### src/rtl/lphs_pkg.sv
// Shared constants and types for the linear-probing hash set.
`default_nettype none
package lphs_pkg;

	localparam int TABLE_SIZE_DEF = 16;
	localparam int KEY_WIDTH_DEF  = 16;
	localparam int KEY_IN_W       = 16;
	localparam int STATUS_W       = 3;
	localparam int SLOT_W         = 4;
	localparam int FRAC_W         = 32;
	localparam int QUEUE_DEPTH    = 2;

	// round(2^32 * (sqrt(5) - 1) / 2), unsigned 0.32
	localparam logic [FRAC_W-1:0] GOLDEN_FIX = 32'd2654435769;

	typedef enum logic [STATUS_W-1:0] {
		ST_INSERTED  = 3'd0,
		ST_FOUND     = 3'd1,
		ST_NOT_FOUND = 3'd2,
		ST_FULL      = 3'd3,
		ST_ZERO_KEY  = 3'd4
	} status_t;

	typedef enum logic [1:0] {
		BK_IDLE,
		BK_PROBE,
		BK_DONE
	} back_state_t;

endpackage
`default_nettype wire

### src/rtl/lphs_req_if.sv
// Request channel: insert or search of one key.
`default_nettype none
interface lphs_req_if;
	logic                          valid;
	logic                          ready;
	logic                          req_type;
	logic [lphs_pkg::KEY_IN_W-1:0] key;

	modport source(output valid, req_type, key, input ready);
	modport sink(input valid, req_type, key, output ready);
endinterface
`default_nettype wire

### src/rtl/lphs_rsp_if.sv
// Response channel: status and slot of one request.
`default_nettype none
interface lphs_rsp_if;
	logic                        valid;
	logic                        ready;
	lphs_pkg::status_t           status;
	logic [lphs_pkg::SLOT_W-1:0] slot_index;

	modport source(output valid, status, slot_index, input ready);
	modport sink(input valid, status, slot_index, output ready);
endinterface
`default_nettype wire

### src/rtl/lphs_ram.sv
// Generic single-write, single-read RAM with registered read data.
`default_nettype none
module lphs_ram #(
	parameter int WIDTH = lphs_pkg::KEY_WIDTH_DEF,
	parameter int DEPTH = lphs_pkg::TABLE_SIZE_DEF
) (
	input  wire logic                     clk,
	input  wire logic                     we,
	input  wire logic [$clog2(DEPTH)-1:0] waddr,
	input  wire logic [WIDTH-1:0]         wdata,
	input  wire logic [$clog2(DEPTH)-1:0] raddr,
	output logic      [WIDTH-1:0]         rdata
);

	logic [WIDTH-1:0] mem_q [DEPTH];
	logic [WIDTH-1:0] rdata_q;

	always_ff @(posedge clk) begin
		if (we) begin
			mem_q[waddr] <= wdata;
		end
		rdata_q <= mem_q[raddr];
	end

	assign rdata = rdata_q;

endmodule
`default_nettype wire

### src/rtl/lphs_front.sv
// Front end: accepts requests, masks the key, computes the home slot.
`default_nettype none
module lphs_front #(
	parameter int TABLE_SIZE = lphs_pkg::TABLE_SIZE_DEF,
	parameter int KEY_WIDTH  = lphs_pkg::KEY_WIDTH_DEF
) (
	input  wire logic                                       clk,
	input  wire logic                                       arst_n,
	lphs_req_if.sink                                        req,
	output logic                                            push_valid,
	input  wire logic                                       push_ready,
	output logic [2+KEY_WIDTH+$clog2(TABLE_SIZE)-1:0]       push_data
);

	localparam int AW         = $clog2(TABLE_SIZE);
	localparam int KeyInW     = lphs_pkg::KEY_IN_W;
	localparam int FracW      = lphs_pkg::FRAC_W;
	localparam int ProdW      = FracW + AW + 1;
	localparam int KeyInUsed  = (KEY_WIDTH < KeyInW) ? KEY_WIDTH : KeyInW;
	localparam logic [KeyInW:0] KeyMaskW =
		((KeyInW+1)'(1) << KeyInUsed) - (KeyInW+1)'(1);
	localparam logic [KeyInW-1:0] KeyMask = KeyMaskW[KeyInW-1:0];

	logic              valid_s1, valid_s2;
	logic              search_s1, search_s2;
	logic [KeyInW-1:0] key_s1, key_s2;
	logic              zero_s2;
	logic [FracW-1:0]  frac_s2;
	logic              rdy1, rdy2;
	logic [ProdW-1:0]  prod;
	logic [AW-1:0]     home;

	assign rdy2      = !valid_s2 || push_ready;
	assign rdy1      = !valid_s1 || rdy2;
	assign req.ready = rdy1;

	always_ff @(posedge clk or negedge arst_n) begin
		if (!arst_n) begin
			valid_s1 <= 1'b0;
			valid_s2 <= 1'b0;
		end else begin
			if (rdy1) begin
				valid_s1 <= req.valid;
			end
			if (rdy2) begin
				valid_s2 <= valid_s1;
			end
		end
	end

	always_ff @(posedge clk) begin
		if (rdy1) begin
			search_s1 <= req.req_type;
			key_s1    <= req.key & KeyMask;
		end
		if (rdy2) begin
			search_s2 <= search_s1;
			key_s2    <= key_s1;
			zero_s2   <= (key_s1 == '0);
			frac_s2   <= FracW'(FracW'(key_s1) * lphs_pkg::GOLDEN_FIX);
		end
	end

	assign prod       = ProdW'(frac_s2) * ProdW'(TABLE_SIZE);
	assign home       = prod[FracW +: AW];
	assign push_valid = valid_s2;
	assign push_data  = {search_s2, zero_s2, KEY_WIDTH'(key_s2), home};

endmodule
`default_nettype wire

### src/rtl/lphs_fifo.sv
// Short queue between the front end and the probe engine.
`default_nettype none
module lphs_fifo #(
	parameter int WIDTH = 8,
	parameter int DEPTH = lphs_pkg::QUEUE_DEPTH
) (
	input  wire logic             clk,
	input  wire logic             arst_n,
	input  wire logic             push_valid,
	output logic                  push_ready,
	input  wire logic [WIDTH-1:0] push_data,
	output logic                  pop_valid,
	input  wire logic             pop_ready,
	output logic      [WIDTH-1:0] pop_data
);

	localparam int PW = (DEPTH > 1) ? $clog2(DEPTH) : 1;
	localparam int CW = $clog2(DEPTH + 1);

	logic [WIDTH-1:0] mem_q [DEPTH];
	logic [PW-1:0]    wr_ptr_q, rd_ptr_q;
	logic [CW-1:0]    cnt_q;
	logic             do_push, do_pop;

	assign push_ready = (cnt_q != CW'(DEPTH));
	assign pop_valid  = (cnt_q != '0);
	assign do_push    = push_valid && push_ready;
	assign do_pop     = pop_valid && pop_ready;
	assign pop_data   = mem_q[rd_ptr_q];

	always_ff @(posedge clk or negedge arst_n) begin
		if (!arst_n) begin
			wr_ptr_q <= '0;
			rd_ptr_q <= '0;
			cnt_q    <= '0;
		end else begin
			if (do_push) begin
				wr_ptr_q <= (wr_ptr_q == PW'(DEPTH - 1)) ? '0 : wr_ptr_q + PW'(1);
			end
			if (do_pop) begin
				rd_ptr_q <= (rd_ptr_q == PW'(DEPTH - 1)) ? '0 : rd_ptr_q + PW'(1);
			end
			if (do_push && !do_pop) begin
				cnt_q <= cnt_q + CW'(1);
			end else if (do_pop && !do_push) begin
				cnt_q <= cnt_q - CW'(1);
			end
		end
	end

	always_ff @(posedge clk) begin
		if (do_push) begin
			mem_q[wr_ptr_q] <= push_data;
		end
	end

endmodule
`default_nettype wire

### src/rtl/lphs_back.sv
// Probe engine: walks the slots one per cycle, inserts or matches, drives the result.
`default_nettype none
module lphs_back #(
	parameter int TABLE_SIZE = lphs_pkg::TABLE_SIZE_DEF,
	parameter int KEY_WIDTH  = lphs_pkg::KEY_WIDTH_DEF
) (
	input  wire logic                                   clk,
	input  wire logic                                   arst_n,
	input  wire logic                                   q_valid,
	output logic                                        q_ready,
	input  wire logic [2+KEY_WIDTH+$clog2(TABLE_SIZE)-1:0] q_data,
	lphs_rsp_if.source                                  rsp
);

	localparam int AW    = $clog2(TABLE_SIZE);
	localparam int SlotW = lphs_pkg::SLOT_W;

	lphs_pkg::back_state_t state_q, state_d;

	logic                  search_in, zero_in;
	logic [KEY_WIDTH-1:0]  key_in;
	logic [AW-1:0]         home_in;

	logic                  search_q;
	logic [KEY_WIDTH-1:0]  key_q;
	logic [AW-1:0]         probe_addr_q, cmp_addr_q, probe_next;
	logic [AW-1:0]         cmp_cnt_q;
	logic                  rd_vld_q, vrd_q;
	logic [TABLE_SIZE-1:0] valid_q;
	lphs_pkg::status_t     res_status_q, out_status_q;
	logic [SlotW-1:0]      res_slot_q, out_slot_q;
	logic                  out_valid_q;
	logic [KEY_WIDTH-1:0]  rdata;

	logic pop, probing, hit, we, out_load;

	assign {search_in, zero_in, key_in, home_in} = q_data;
	assign probe_next = (probe_addr_q == AW'(TABLE_SIZE - 1)) ? '0 : probe_addr_q + AW'(1);
	assign hit = rd_vld_q && (search_q ? (vrd_q && (rdata == key_q)) : !vrd_q);
	assign we  = probing && hit && !search_q;

	lphs_ram #(
		.WIDTH(KEY_WIDTH),
		.DEPTH(TABLE_SIZE)
	) u_ram (
		.clk  (clk),
		.we   (we),
		.waddr(cmp_addr_q),
		.wdata(key_q),
		.raddr(probe_addr_q),
		.rdata(rdata)
	);

	always_comb begin
		state_d  = state_q;
		pop      = 1'b0;
		probing  = 1'b0;
		out_load = 1'b0;
		unique case (state_q)
			lphs_pkg::BK_IDLE: begin
				if (q_valid) begin
					pop     = 1'b1;
					state_d = zero_in ? lphs_pkg::BK_DONE : lphs_pkg::BK_PROBE;
				end
			end
			lphs_pkg::BK_PROBE: begin
				probing = 1'b1;
				if (hit || (rd_vld_q && (cmp_cnt_q == AW'(TABLE_SIZE - 1)))) begin
					state_d = lphs_pkg::BK_DONE;
				end
			end
			lphs_pkg::BK_DONE: begin
				if (!out_valid_q || rsp.ready) begin
					out_load = 1'b1;
					state_d  = lphs_pkg::BK_IDLE;
				end
			end
			default: begin
				state_d = lphs_pkg::BK_IDLE;
			end
		endcase
	end

	assign q_ready = pop;

	always_ff @(posedge clk or negedge arst_n) begin
		if (!arst_n) begin
			state_q     <= lphs_pkg::BK_IDLE;
			valid_q     <= '0;
			rd_vld_q    <= 1'b0;
			out_valid_q <= 1'b0;
		end else begin
			state_q <= state_d;
			if (pop) begin
				rd_vld_q <= 1'b0;
			end else if (probing) begin
				rd_vld_q <= 1'b1;
			end
			if (we) begin
				valid_q[cmp_addr_q] <= 1'b1;
			end
			if (out_load) begin
				out_valid_q <= 1'b1;
			end else if (rsp.ready) begin
				out_valid_q <= 1'b0;
			end
		end
	end

	always_ff @(posedge clk) begin
		if (pop) begin
			search_q     <= search_in;
			key_q        <= key_in;
			probe_addr_q <= home_in;
			cmp_cnt_q    <= '0;
			res_slot_q   <= '0;
			if (zero_in) begin
				res_status_q <= lphs_pkg::ST_ZERO_KEY;
			end else if (search_in) begin
				res_status_q <= lphs_pkg::ST_NOT_FOUND;
			end else begin
				res_status_q <= lphs_pkg::ST_FULL;
			end
		end else if (probing) begin
			probe_addr_q <= probe_next;
			cmp_addr_q   <= probe_addr_q;
			vrd_q        <= valid_q[probe_addr_q];
			if (rd_vld_q) begin
				cmp_cnt_q <= cmp_cnt_q + AW'(1);
			end
			if (hit) begin
				res_status_q <= search_q ? lphs_pkg::ST_FOUND : lphs_pkg::ST_INSERTED;
				res_slot_q   <= SlotW'(cmp_addr_q);
			end
		end
		if (out_load) begin
			out_status_q <= res_status_q;
			out_slot_q   <= res_slot_q;
		end
	end

	assign rsp.valid      = out_valid_q;
	assign rsp.status     = out_status_q;
	assign rsp.slot_index = out_slot_q;

endmodule
`default_nettype wire

### src/rtl/linear_probe_hash_set_core.sv
// Top level of the linear-probing hash set: front end, request queue, probe engine.
`default_nettype none
// Each request inserts or searches one nonzero key in a TABLE_SIZE-slot table with
// linear probing from a Knuth multiplicative-hash home slot. A zero key returns
// "zero key rejected"; an insert into a full table returns "table full" and a search
// miss returns "not found", both after probing every slot. The front end hashes in two
// pipeline stages and feeds a two-entry queue, so requests are taken while the probe
// engine is busy. The probe engine reads one slot per cycle from a RAM with separate
// read and write ports and registered read. Slot occupancy is held in per-slot flags
// cleared by reset, so the table is usable right after reset.
module linear_probe_hash_set_core #(
	parameter int TABLE_SIZE = lphs_pkg::TABLE_SIZE_DEF,
	parameter int KEY_WIDTH  = lphs_pkg::KEY_WIDTH_DEF
) (
	input  wire logic  clk,
	input  wire logic  arst_n,
	lphs_req_if.sink   req,
	lphs_rsp_if.source rsp
);

	localparam int EntryW = 2 + KEY_WIDTH + $clog2(TABLE_SIZE);

	logic              push_valid, push_ready;
	logic [EntryW-1:0] push_data;
	logic              pop_valid, pop_ready;
	logic [EntryW-1:0] pop_data;

	lphs_front #(
		.TABLE_SIZE(TABLE_SIZE),
		.KEY_WIDTH (KEY_WIDTH)
	) u_front (
		.clk       (clk),
		.arst_n    (arst_n),
		.req       (req),
		.push_valid(push_valid),
		.push_ready(push_ready),
		.push_data (push_data)
	);

	lphs_fifo #(
		.WIDTH(EntryW),
		.DEPTH(lphs_pkg::QUEUE_DEPTH)
	) u_fifo (
		.clk       (clk),
		.arst_n    (arst_n),
		.push_valid(push_valid),
		.push_ready(push_ready),
		.push_data (push_data),
		.pop_valid (pop_valid),
		.pop_ready (pop_ready),
		.pop_data  (pop_data)
	);

	lphs_back #(
		.TABLE_SIZE(TABLE_SIZE),
		.KEY_WIDTH (KEY_WIDTH)
	) u_back (
		.clk    (clk),
		.arst_n (arst_n),
		.q_valid(pop_valid),
		.q_ready(pop_ready),
		.q_data (pop_data),
		.rsp    (rsp)
	);

endmodule
`default_nettype wire
### src/flat_wrapper.sv
// flat-port wrapper written by rule: the top's interface ports become plain ports
module linear_probe_hash_set_core_flat 
#(
	parameter int TABLE_SIZE = lphs_pkg::TABLE_SIZE_DEF,
	parameter int KEY_WIDTH  = lphs_pkg::KEY_WIDTH_DEF
)
  (clk, arst_n, req_valid, req_req_type, req_key, req_ready, rsp_valid, rsp_status, rsp_slot_index, rsp_ready);
  lphs_req_if req_i ();
  lphs_rsp_if rsp_i ();
  input  wire logic clk;
  input  wire logic arst_n;
  input wire logic [$bits(req_i.valid)-1:0] req_valid;
  input wire logic [$bits(req_i.req_type)-1:0] req_req_type;
  input wire logic [$bits(req_i.key)-1:0] req_key;
  output wire logic [$bits(req_i.ready)-1:0] req_ready;
  output wire logic [$bits(rsp_i.valid)-1:0] rsp_valid;
  output wire logic [$bits(rsp_i.status)-1:0] rsp_status;
  output wire logic [$bits(rsp_i.slot_index)-1:0] rsp_slot_index;
  input wire logic [$bits(rsp_i.ready)-1:0] rsp_ready;
  assign req_i.valid = req_valid;
  assign req_i.req_type = req_req_type;
  assign req_i.key = req_key;
  assign req_ready = req_i.ready;
  assign rsp_valid = rsp_i.valid;
  assign rsp_status = rsp_i.status;
  assign rsp_slot_index = rsp_i.slot_index;
  assign rsp_i.ready = rsp_ready;
  linear_probe_hash_set_core #(.TABLE_SIZE(TABLE_SIZE), .KEY_WIDTH(KEY_WIDTH)) u_core (.clk(clk), .arst_n(arst_n), .req(req_i), .rsp(rsp_i));
endmodule
### config.mk
export PLATFORM = sky130hd
export DESIGN_NAME = linear_probe_hash_set_core_flat
export DESIGN_NICKNAME = d
export VERILOG_FILES = /design/src/rtl/lphs_pkg.sv /design/src/rtl/lphs_req_if.sv /design/src/rtl/lphs_rsp_if.sv /design/src/rtl/lphs_ram.sv /design/src/rtl/lphs_front.sv /design/src/rtl/lphs_fifo.sv /design/src/rtl/lphs_back.sv /design/src/rtl/linear_probe_hash_set_core.sv /design/src/flat_wrapper.sv
export SDC_FILE = /design/constraint.sdc
export NUM_CORES = 1
export LEC_CHECK = 0
export BUFFER_PORTS_ARGS = -buffer_cell sky130_fd_sc_hd__buf_4
export CAP_MARGIN = 20
export CORE_MARGIN = 1.5
export CORE_UTILIZATION = 35
export CTS_BUF_LIST = sky130_fd_sc_hd__clkbuf_4 sky130_fd_sc_hd__clkbuf_8
export CTS_CLUSTER_DIAMETER = 30
export DETAILED_ROUTE_END_ITERATION = 10
export SYNTH_ARGS = -nofsm -noshare
export SYNTH_HDL_FRONTEND = slang
export SYNTH_HIERARCHICAL = 1
export SYNTH_SLANG_ARGS = --single-unit
### constraint.sdc
create_clock -name clk -period 7 [get_ports clk]
set_clock_uncertainty 0.05 [all_clocks]
set_input_delay 0.7 -clock clk [delete_from_list [all_inputs] [get_ports clk]]
set_output_delay 0.7 -clock clk [all_outputs]
set_load 0.01 [all_outputs]
Word-level counts from Yosys, hierarchy flattened
Memory sizes are Yosys's and may differ from the RTL's. A register that Yosys moved wholly into a read port is not among the register bits. Index checks and enable logic that the tools add are counted.

Div/mod/pow operators: 0. Eq/ne operators: 9. Multipliers: 1. Bitwise operators: 2. Add/subtract/negate cells: 6. Shift operators: 0. Reduce and logical (&&, ||, !) cells: 33. Multiplexer cells: 36. Order comparisons: 3.

Operators by type and width (count): $mul A16 B32 Y32 const B (1); $mux W1 (20); $eq A16 B16 Y1 (1); $logic_not A16 Y1 (1); $or A16 B16 Y16 (1); $mux W2 (6); $mux W3 (4); $mux W4 (3); $logic_and A1 B1 Y1 (10); $lt A4 B5 Y1 const B (2); $reduce_bool A2 Y1 (5); $add A4 B1 Y4 const B (2); $eq A4 B4 Y1 const B (2); $reduce_and A2 Y1 (4); $logic_not A1 Y1 (7); $ne A2 B2 Y1 const B (3); $pmux W2 S3 (1); $bmux W1 S4 (1); $demux W1 S4 (1); $ge A4 B1 Y1 const B (1); $logic_or A1 B1 Y1 (4); $reduce_and A3 Y1 (1); $add A1 B1 Y1 const B (2); $add A2 B1 Y2 const B (1); other kinds (6) (6).

Latch bits: 0. RAM bits: 300. Memory bits (read-only): 0. Memories kept: 2. Output and inout bits: 9. Input bits: 21. Logic and storage cells: 117. Bits in registers: 137.

Memories: u_core.u_back.u_ram.mem_q (words 16, bits a word 16, rd ports 1, clocked after memory_dff 1, write ports 1, line lphs_ram.sv:15) `logic [WIDTH-1:0] mem_q [DEPTH];`; u_core.u_fifo.mem_q (words 2, bits a word 22, rd ports 1, clocked after memory_dff 0, write ports 1, line lphs_fifo.sv:20) `logic [WIDTH-1:0] mem_q [DEPTH];`.

Longest topological paths before layout
Depth after elaboration: 8. Gate-level depth with buffers: 20. Gate-level depth less buffers: 20.

Hierarchy
Netlist, hierarchy kept.

By module, submodules not included: lphs_ram (cells an instance 432, seq. area each 8007.7 µm², area an instance 10042.1 µm², instances 1); lphs_front (cells an instance 660, seq. area each 1221.2 µm², area an instance 7215.7 µm², instances 1); lphs_back (cells an instance 197, seq. area each 1741.7 µm², area an instance 2783.9 µm², instances 1); lphs_fifo (cells an instance 86, seq. area each 1421.4 µm², area an instance 1788.0 µm², instances 1).

Least setup slack after synthesis
No wires, ideal clock.

Path type: register -> register. Start point: register u_core.u_front.key_s1[4]. End point: register u_core.u_front.frac_s2[29] (data pin). Arrival time: 5139 ps. Setup time: 271 ps. Period minus slack after synthesis: 5460 ps. Path slack: 1540 ps. Stages on the path, launching flop included: 17. Required time: 6679 ps. Cell sequence: edfxtp_1 -> fa_1 -> inv_1 -> fa_1 -> fa_1 -> inv_1 -> fa_1 -> fa_1 -> inv_1 -> fa_1 -> inv_1 -> ha_1 -> or3_1 -> o211ai_1 -> a2bb2oi_1 -> o311ai_1 -> xor2_1.

Longest elaborated chain between the ends: 1.

RTL lines: start: declaration (line lphs_front.sv:26) `logic [KeyInW-1:0] key_s1, key_s2;`; start signal: assignment (line lphs_front.sv:54) `key_s1 <= req.key & KeyMask;`; $mul A16 B32 Y32 (line lphs_front.sv:60) `frac_s2 <= FracW'(FracW'(key_s1) * lphs_pkg::GOLDEN_FIX);`; end signal: assignment (line lphs_front.sv:60); end: declaration (line lphs_front.sv:28) `logic [FracW-1:0] frac_s2;`.

Every way passes these cells. A chain may end at the register's enable or synchronous reset.

Worst setup path after layout
Start point: register u_core.u_front.key_s1[13]. End point: register u_core.u_front.frac_s2[29] (data pin).

Same word-level chain as after synthesis.

==> flow_results.org <==
** Status
- Status :: finished, final reports clean

** Placement
- Count of buffers from port buffering :: 29
- The wire-length estimate of the detail-placed layout is around 34000 um.
- The congestion estimate from routability-driven global placement came to 0.893.

** Layout
- The net count of the finished layout is around 1800.
- Leaving out fill and tap cells, the most frequent cell in the layout is sky130_fd_sc_hd__edfxtp_1.
- The area growth from synthesis to layout is 13.9%.
- Commonest non-fill, non-tap cells in the layout :: sky130_fd_sc_hd__edfxtp_1, sky130_fd_sc_hd__inv_1, sky130_fd_sc_hd__fa_1, sky130_fd_sc_hd__ha_1, sky130_fd_sc_hd__clkbuf_8
- The filler cells instantiated in the layout total approximately 5700.
- In the final layout, the share of cells above drive strength 1 is around a fifth.
- For this run, the share of the core covered by cells in the final layout is approximately two fifths.

** Setup path
- Class of the most critical setup path :: reg2reg
- Crit path arrival time :: ~6.4 ns
- Cells on worst reg2reg path :: 16
- The worst setup path is launched from a flop.
- The worst register-to-register path begins at u_core/u_front/key_s1[13]$_DFFE_PP_.
- At the worst endpoint, the required time is approximately 7.3 ns.
- Register-to-register setup slack :: between 0.9 and 1 ns
- First element of the critical path :: u_core/u_front/key_s1[13]$_DFFE_PP_
- Kind of capture point of the worst setup path :: flop
- Of all nets on the critical path, the largest fanout is 8.
- Capture point of the critical path :: u_core/u_front/frac_s2[29]$_DFFE_PP_
- Reg-to-Reg End :: u_core/u_front/frac_s2[29]$_DFFE_PP_

** Logic synthesis
- Area share of the largest cell type after synthesis :: about half
- Counting flops and latches in the post-synthesis netlist gives roughly 430.
- Sequential elements use between 50 and 60% of the synthesized area.
- Synth area leaders :: sky130_fd_sc_hd__edfxtp_1, sky130_fd_sc_hd__fa_1, sky130_fd_sc_hd__ha_1
- The most used flip-flop cell after synthesis is sky130_fd_sc_hd__edfxtp_1.
- The synthesized netlist occupies a cell area of 0.0218 mm2.
- After synthesis, the netlist uses 72 different library cells.
- Count of mapped cells out of synthesis :: around 1400
- After synthesis, the share of flip-flops with an asynchronous set or reset is 6.12%.
- The Yosys step of the flow raised 6 warnings.
- Number of synthesized flops with an enable pin :: 375
- Summed over all instances, the cell type with the most area after synthesis is sky130_fd_sc_hd__edfxtp_1.
- Synth Net Count :: approximately 1700
- In this run the mean area of a mapped cell was around 16 um2.

** Floorplan
- Placeable Area :: around 0.06 mm2
- In this run the core area contains 91 standard-cell rows.
- DIE AREA :: between 0.06 and 0.07 mm2
- Die outline width :: around 250 um
- Y dimension of the die :: around 250 um
- 30 I/O pins were placed.
- The initial utilization of the core area, before any placement, comes to between 30 and 40%.

** Run
- The tool flagged a number of max-cap violations equal to 0.

** Clock tree
- The tree built by TritonCTS fans out to 425 sinks.
- Hold buffer count at cts :: 1
- TritonCTS clock tree :: done
- In this run the post-CTS setup repair buffer count came out at 0.
- Buffers inserted during clock tree synthesis total 78.
- Number of H-tree levels :: 3
- At the later pin of the worst-skew pair, clock insertion delay measures about 0.64 ns.
- CTS Buffer Depth :: 3
- Post-CTS repair changed the size of 0 cells.
- Clock Tree Root :: sky130_fd_sc_hd__clkbuf_8
- Clock-pin slew was measured on the worst setup and hold paths at 0.06 ns.

** Timing
- Setup violations remaining at the end of the flow were counted as 0.
- The final count of pins violating max slew is 0.
- The total count of hold-check failures in the final report was 0.
- For the pin with the worst max-slew slack, the measured transition is approximately 1.1 ns.
- Top achievable clock speed :: roughly 170 MHz
- Summed over all failing endpoints, the final setup total negative slack is 0 ns.
- Fin crit share :: 86.4%
- Headroom to the max-slew limit came out at about 28%.
- Counting I/O delays and the setup requirement, the final critical path takes 6.05 ns.
- Setup repair after global routing left no endpoint under its margin.

** Hold path
- The worst hold path begins at req_key[14].
- Kind of path behind the tightest hold check :: in2reg

** GRT
- Summed over all layers, the global routing overflow is 0.
- The number of global-route vias before repair was roughly 12000.
- Entering global routing, the biggest net connects a little over 70 pins.
- In the global route stage, overall resource usage came out at 15.3%.
- The first global-routing pass estimated just over 70000 um of wire.
- Number of antenna violations at the first check in global routing :: 1

** Detailed routing
- WL per Instance :: approximately 20 um
- Wires add up to about 47000 um.
- Detail-routed via count per cell :: between 4 and 5
- For this block, the initial DRC count from the detailed router was around 630.
- The first detailed-routing pass ran for 4 iterations.
- Total via count after detailed routing :: approximately 11000
- In the routed design, unresolved DRC markers number 0.
- Post-route antenna net violation count :: 0
==> worst min-delay path by stage <==
stage	end	depth (start not counted)
final	u_core/u_front/key_s1[14]$_DFFE_PP_	1
after floorplan	u_core/u_back/rd_vld_q$_DFFE_PN0P_	0
after global routing	u_core/u_front/key_s1[7]$_DFFE_PP_	1
after detailed placement	u_core/u_back/rsp.status[1]$_DFFE_PP_	0
after CTS	u_core/u_front/key_s1[7]$_DFFE_PP_	1
after global placement	u_core/u_back/rsp.status[1]$_DFFE_PP_	0
==> Yosys cell counts (22+ instances only) <==
cell type and n:
sky130_fd_sc_hd__edfxtp_1 375, sky130_fd_sc_hd__dfrtp_1 26, sky130_fd_sc_hd__a22oi_1 32, sky130_fd_sc_hd__nand2_1 48
sky130_fd_sc_hd__fa_1 147, sky130_fd_sc_hd__mux2_2 22, sky130_fd_sc_hd__nor2_1 38, sky130_fd_sc_hd__ha_1 114
sky130_fd_sc_hd__xnor2_1 29, sky130_fd_sc_hd__mux4_2 56, sky130_fd_sc_hd__dfxtp_1 24, sky130_fd_sc_hd__inv_1 265
==> registers in the layout, summed over array words and instances (netlist names), 2 cells and up <==
name,flops
u_core/u_back/cmp_addr_q,4
u_core/u_fifo/mem_q,44
u_core/u_back/rsp.status,3
u_core/u_back/res_slot_q,4
u_core/u_fifo/cnt_q,2
u_core/u_back/u_ram/rdata,16
u_core/u_back/rsp.slot_index,4
u_core/u_back/probe_addr_q,4
u_core/u_back/u_ram/mem_q,256
u_core/u_front/key_s2,16
u_core/u_back/key_q,16
u_core/u_front/frac_s2,4
u_core/u_back/cmp_cnt_q,4
u_core/u_front/key_s1,16
u_core/u_back/valid_q,16
u_core/u_back/res_status_q,3
u_core/u_back/state_q,2
==> kinds of logic after synthesis <==
| group | synth area share, % |
|---|---|
| DFF | 56.8 |
| buffers and inverters | 5.56 |
| adders and majority gates | 20.0 |
| and+or+nand+nor | 3.69 |
| AOI/OAI and AO/OA | 3.40 |
| muxes | 8.71 |
| xor gates and xnor gates | 1.86 |
==> metrics by stage <==
step | area, um2 | hold WS, ns | instances | setup slack (ns)
finish | 24900 | 0.191 | 2385 | 0.954
global route | 24900 | 0.125 | 2385 | 0.691
CTS | 24900 | 0.123 | 2384 | 0.931
detailed placement | 23200 | 0.355 | 2238 | 0.941
global placement | 23100 | 0.357 | 2231 | 0.980
floorplan | 21800 | 0.350 | 1375 | 1.54
==> metal layers <==
layer / vias up / routed length, um / share of wire [%] / track usage, %
met4: 0 / 1100 / 2.3 / 5.06
met2: 198 / 24000 / 51 / 26.4
met5: - / 0 / 0 / 0
met1: 5772 / 20000 / 43 / 19.3
met3: 72 / 1890 / 4.0 / 3.09
li1: 5107 / - / - / -
==> critical path, stage by stage, from the launching register on <==
cell and delay [ns]:
sky130_fd_sc_hd__edfxtp_1 0.62, sky130_fd_sc_hd__fa_1 0.66, sky130_fd_sc_hd__fa_1 0.62, sky130_fd_sc_hd__inv_1 0.10, sky130_fd_sc_hd__fa_1 0.55, sky130_fd_sc_hd__inv_1 0.06
sky130_fd_sc_hd__fa_1 0.52, sky130_fd_sc_hd__fa_1 0.56, sky130_fd_sc_hd__inv_1 0.06, sky130_fd_sc_hd__fa_1 0.54, sky130_fd_sc_hd__inv_1 0.05, sky130_fd_sc_hd__ha_1 0.30
sky130_fd_sc_hd__or3_1 0.38, sky130_fd_sc_hd__o211ai_1 0.20, sky130_fd_sc_hd__a2bb2oi_1 0.22, sky130_fd_sc_hd__o311ai_1 0.13, sky130_fd_sc_hd__xor2_1 0.17
==> layout make-up <==
cell class / count / area, um2 / area share, %
clock buffers: 100 / 1260 / 5.08
inverters: 267 / 1000 / 4.03
diodes: 1 / 2.50 / 0.0101
clock inverters: 45 / 385 / 1.55
well taps: 837 / 1050 / 4.21
flip-flops and latches: 425 / 12400 / 49.8
multi-input cells: 652 / 8280 / 33.3
repair buffers: 58 / 503 / 2.02
Power is left out: the tool's default activity adds up to more than one toggle a clock period on the data nets, which glitch-free logic cannot reach.
